--- src/sinbs_pkg.sv ---
// ----------------------------------------------------------------------------
// Sorted index search package
// Shared types and constants for the sorted key table with floor search.
// ----------------------------------------------------------------------------
package sinbs_pkg;

    localparam int ROW_W     = 16;
    localparam int KEY_WIDTH = 32;
    localparam logic [ROW_W-1:0] POS_LAST = 16'hFFFF;

    typedef enum logic [1:0] {
        OP_CLEAR  = 2'd0,
        OP_LOAD   = 2'd1,
        OP_SEARCH = 2'd2,
        OP_NONE   = 2'd3
    } op_t;

    localparam logic [1:0] REG_KEY_SIGNED = 2'd0;
    localparam logic [1:0] REG_FIRST_ROW  = 2'd1;
    localparam logic [1:0] REG_ROW_LIMIT  = 2'd2;

    // Commands from controller to datapath
    typedef struct packed {
        logic clear;     // reset count and position
        logic load_chk;  // evaluate load window, advance position
        logic shift;     // one insertion shift step
        logic put;       // write new entry at hole
        logic srch_init; // set up bisection bounds
        logic srch_rd;   // issue memory read at mid
        logic srch_cmp;  // compare read entry, narrow bounds
        logic fin_rd;    // read entry at lo-1
        logic out_load;  // latch load result
        logic out_srch;  // latch search result
        logic out_zero;  // latch all-zero result
    } cmd_t;

    // Status from datapath to controller
    typedef struct packed {
        logic load_ok;   // load kept
        logic shift_go;  // hole must move down once more
        logic srch_more; // bisection not yet done
        logic hit;       // last compare found an equal key
    } sts_t;

endpackage

--- src/sinbs_ctrl.sv ---
// ----------------------------------------------------------------------------
// Sorted index search controller
// Sequences clear, load insertion and bisection search steps.
// ----------------------------------------------------------------------------
module sinbs_ctrl
    import sinbs_pkg::*;
(
    input  logic       clk,
    input  logic       rst_n,
    input  logic       in_fire,
    input  logic [1:0] in_op,
    input  logic       out_free,
    input  sts_t       sts,
    output logic       busy,
    output logic       out_set,
    output cmd_t       cmd
);

    typedef enum logic [8:0] {
        S_IDLE  = 9'b000000001,
        S_LCHK  = 9'b000000010,
        S_LRD   = 9'b000000100,
        S_LSH   = 9'b000001000,
        S_SRD   = 9'b000010000,
        S_SCMP  = 9'b000100000,
        S_FRD   = 9'b001000000,
        S_FOUT  = 9'b010000000,
        S_OUT   = 9'b100000000
    } state_t;

    state_t state_reg, state_next;

    // Step the sequence
    always_comb
    begin
        state_next = state_reg;
        cmd        = '0;
        out_set    = 1'b0;
        case (state_reg)
            S_IDLE:
            begin
                if (in_fire)
                begin
                    case (in_op)
                        OP_CLEAR:
                        begin
                            cmd.clear    = 1'b1;
                            cmd.out_zero = 1'b1;
                            state_next   = S_OUT;
                        end
                        OP_LOAD:
                        begin
                            cmd.load_chk = 1'b1;
                            state_next   = S_LCHK;
                        end
                        OP_SEARCH:
                        begin
                            cmd.srch_init = 1'b1;
                            state_next    = S_SRD;
                        end
                        default:
                        begin
                            cmd.out_zero = 1'b1;
                            state_next   = S_OUT;
                        end
                    endcase
                end
            end
            S_LCHK:
            begin
                cmd.out_load = 1'b1;
                state_next   = sts.load_ok ? S_LRD : S_OUT;
            end
            S_LRD:
            begin
                // read entry below the hole
                if (sts.shift_go)
                begin
                    cmd.shift  = 1'b1;
                    state_next = S_LSH;
                end
                else
                begin
                    cmd.put    = 1'b1;
                    state_next = S_OUT;
                end
            end
            S_LSH:
            begin
                state_next = S_LRD;
            end
            S_SRD:
            begin
                if (sts.srch_more)
                begin
                    cmd.srch_rd = 1'b1;
                    state_next  = S_SCMP;
                end
                else
                begin
                    cmd.fin_rd = 1'b1;
                    state_next = S_FRD;
                end
            end
            S_SCMP:
            begin
                cmd.srch_cmp = 1'b1;
                state_next   = S_SRD;
                if (sts.hit)
                    state_next = S_FOUT;
            end
            S_FRD:
            begin
                state_next = S_FOUT;
            end
            S_FOUT:
            begin
                cmd.out_srch = 1'b1;
                state_next   = S_OUT;
            end
            S_OUT:
            begin
                if (out_free)
                begin
                    out_set    = 1'b1;
                    state_next = S_IDLE;
                end
            end
            default:
            begin
                state_next = S_IDLE;
            end
        endcase
    end

    assign busy = (state_reg != S_IDLE);

    // Hold state
    always_ff @(posedge clk or negedge rst_n)
    begin
        if (!rst_n)
            state_reg <= S_IDLE;
        else
            state_reg <= state_next;
    end

endmodule

--- config.mk ---
export PLATFORM = sky130hd
export DESIGN_NAME = sinbs_ctrl
export DESIGN_NICKNAME = d
export VERILOG_FILES = /design/src/sinbs_pkg.sv /design/src/sinbs_ctrl.sv
export SDC_FILE = /design/constraint.sdc
export NUM_CORES = 1
export LEC_CHECK = 0
export BUFFER_PORTS_ARGS = -buffer_cell sky130_fd_sc_hd__buf_2
export CAP_MARGIN = 20
export CORE_MARGIN = 2
export CORE_UTILIZATION = 29
export DETAILED_ROUTE_END_ITERATION = 10
export GPL_ROUTABILITY_DRIVEN = 0
export GPL_TIMING_DRIVEN = 0
export PLACE_DENSITY = 0.58
export SYNTH_ARGS = -nofsm -noshare
export SYNTH_HDL_FRONTEND = slang
export SYNTH_SLANG_ARGS = --single-unit
--- constraint.sdc ---
create_clock -name clk -period 2.1 [get_ports clk]
set_input_delay 0.42 -clock clk [delete_from_list [all_inputs] [get_ports clk]]
set_output_delay 0.42 -clock clk [all_outputs]
set_load 0.005 [all_outputs]
==> impl_metrics.yaml <==
logic_synthesis:
  syn_inst: 81
  synth_largest_area_cell: "dfrtp_1"
  synth-seq-cells: 9
  yosysMostFrequentCell: "nor2_1"
  synth_common_cells: "nor2_1, dfrtp_1, inv_1, and3_1, ha_1"
  synthFlopType: "dfrtp_1"
  synth_edf_count: 0
  synth_area_um2: 696.9
  yosysTopAreaCellShare: 0.2873
  syn-mean-instance-area_um2: 8.604
  synth.distinct_cells: 35
  async_flop_share: 1.000
  synth_nets: 95
  synthTopCellsByArea: "dfrtp_1, ha_1, nor2_1"
  ys_seq_area_frac: 0.3250
  yosysWarnings: 0
clocking:
  clock-sinks: 9
  cts_tree: "yes"
  clk_latency_ns: 0.26
  root_buffer: "clkbuf_4"
  cts_buffers: 3
  cts-htree-levels: 1
  path_clk_slew_ns: 0.06
  clockBufferDepth: 2
route:
  wirelength_um: 1935
  via_per_inst: 5.007
  drc: 0
  drt_iter0_drc: 14
  ant_nets: 0
  wire_per_inst_um: 12.90
  via_count: 751
  drt-pass1-iter-count: 4
power_and_ir_drop:
  p_leak_nw: 0.5522
  powerDensity_mw_per_mm2: 939.4
  irDropWorstVdd_mv: 0.4353
  power_mw: 0.9756
final_layout:
  syn2layout_area_growth_pct: 49.01
  antenna_cells: 0
  n_fill_cell: 226
  final_core_util: 0.4650
  drive_gt1_frac: 0.4836
  largest_reg_flops: 9
  fin_nets: 137
global_routing:
  antenna_found_initial: 0
  overflow: 0
  grt_max_degree: 10
  grt_use_met3: 0.03390
  grt_pass1_wl_um: 3022
  grt.busiest_layer: "met2"
  grtUsageMet1: 0.1917
  grt_pass1_vias: 678
  use_met2: 0.2458
  grt_usage: 0.1498
placement:
  io_buffers: 22
  hpwl_um: 1339
setup_path:
  worst_ep_required_time_ns: 1.68
  path_class: "register to output port"
  end_kind: "output port"
  worstPathArrival_ns: 1.79
  crit_fanout: 7
  critical_path.startpoint_type: "register"
floorplan:
  chipWidth_um: 53.02
  core_area_mm2: 0.002233
  start_util: 0.3120
  io_pins: 23
  rows: 17
  die_area_mm2: 0.002811
  die_h_um: 53.02
sta:
  rsz0062_at_grt: "yes"
  drv_slew: 0
  skew_ns: 0.005306
  whs_ns: 0.3307
  setup_violations: 9
  tns_ns: -0.6717
  relSlewSlack: 0.6856
  hold_violations: 0
  fin_crit_sh: 1.053
  tightest_slew_ns: 0.4681
  fin_ws_ns: -0.1114
  period_minus_slack_ns: 2.211
  fmax_ghz: 0.4522
run_status:
  status: "finished, violations left"
  violations: "negative setup slack"
worst_hold_path:
  min_path_type: "input pin to register"
job:
  cap_violations: 0
cell usage in the layout (no fill, tap or decap), drive strengths merged:
cell type / count
buf: 37
inv: 8
or4: 2
nand3: 2
o22ai: 1
nand4bb: 1
and3: 6
and2b: 1
nor3b: 2
nor2: 14
dfrtp: 8
nand2b: 2
or2: 1
o31ai: 1
clkbuf: 4
nor3: 6
nand4b: 1
nand3b: 1
or3: 1
o2bb2ai: 1
o22a: 1
nand4: 3
o221a: 1
a31oi: 1
and2: 1
xor2: 1
o211ai: 1
dlygate4sd3: 1
ha: 4
dfstp: 1
a22o: 1
o21ai: 4
nand2: 2
through the flow:
step	instance area, um2	setup WS, ns	cells
final	1039	-0.1114	150
after global routing	1039	-0.2121	150
after CTS	998.5	-0.1115	148
after detailed placement	842.1	0.008689	131
after global placement	842.1	0.02688	131
after floorplan	696.9	0.2530	81
path summary, 6_finish.rpt:
path                                          startpoint                        to  slack [ns]  cells past startpoint
min in group asynchronous                          rst_n  state_reg[3]$_DFFE_PN0P_        0.53                      2
worst min register to register  state_reg[7]$_DFFE_PN0P_  state_reg[7]$_DFFE_PN0P_        0.59                      2
worst min-delay path                              sts[1]  state_reg[6]$_DFFE_PN0P_        0.33                      2
worst max register to register  state_reg[8]$_DFFE_PN0P_  state_reg[3]$_DFFE_PN0P_        0.12                      9
worst max-delay path            state_reg[5]$_DFFE_PN0P_                   cmd[10]       -0.11                      4
max in group asynchronous                          rst_n  state_reg[0]$_DFFE_PN1P_        1.32                      2
metal layers:
metal,vias to the layer above,share of wire
li1,374,-
met1,352,0.44
met2,23,0.51
met3,2,0.041
met4,0,0.0052
met5,-,0
cell type report:
cell class / instances / area [um2] / share of cell area
repair buffers: 38 / 232.7 / 0.2241
clock buffers: 4 / 26.28 / 0.02530
well taps: 28 / 35.03 / 0.03373
multi-input cells: 63 / 484.2 / 0.4663
flip-flops and latches: 9 / 230.2 / 0.2217
inverters: 8 / 30.03 / 0.02892
timing repair:
item                                    in CTS  in global routing
gates cloned                                 0                  0
gates resized for setup                      8                  5
buffers inserted                            14                  3
pin swaps                                    4                  3
endpoints found under the setup margin       9                 14
hold buffers                                 0                  1
endpoints found under the hold margin        0                  3
worst max-delay path, stage by stage, from the launching register on:
cell and delay (ns):
dfrtp_2 0.43, or4_4 0.56, nor3_4 0.25, and3_1 0.20, buf_2 0.11
where the power goes:
group	leakage [nW]	total [mW]	switching, mW	internal [mW]
Clock	0.0150	0.138	0.0646	0.0734
Combinational	0.421	0.587	0.255	0.332
Sequential	0.116	0.251	0.0428	0.208
cell families (layout without fill, tap and decap cells):
family,count (synthesis),count (layout),share of synthesized area
adder cells (fa/ha/maj),4,4,0.07182
XOR/XNOR,1,1,0.01257
AO/OA/AOI/OAI,12,12,0.1436
buffers and inverters,9,50,0.05026
AND/OR/NAND/NOR,46,46,0.3968
flip-flops,9,9,0.3250
Power figures use the tool's default switching activity.
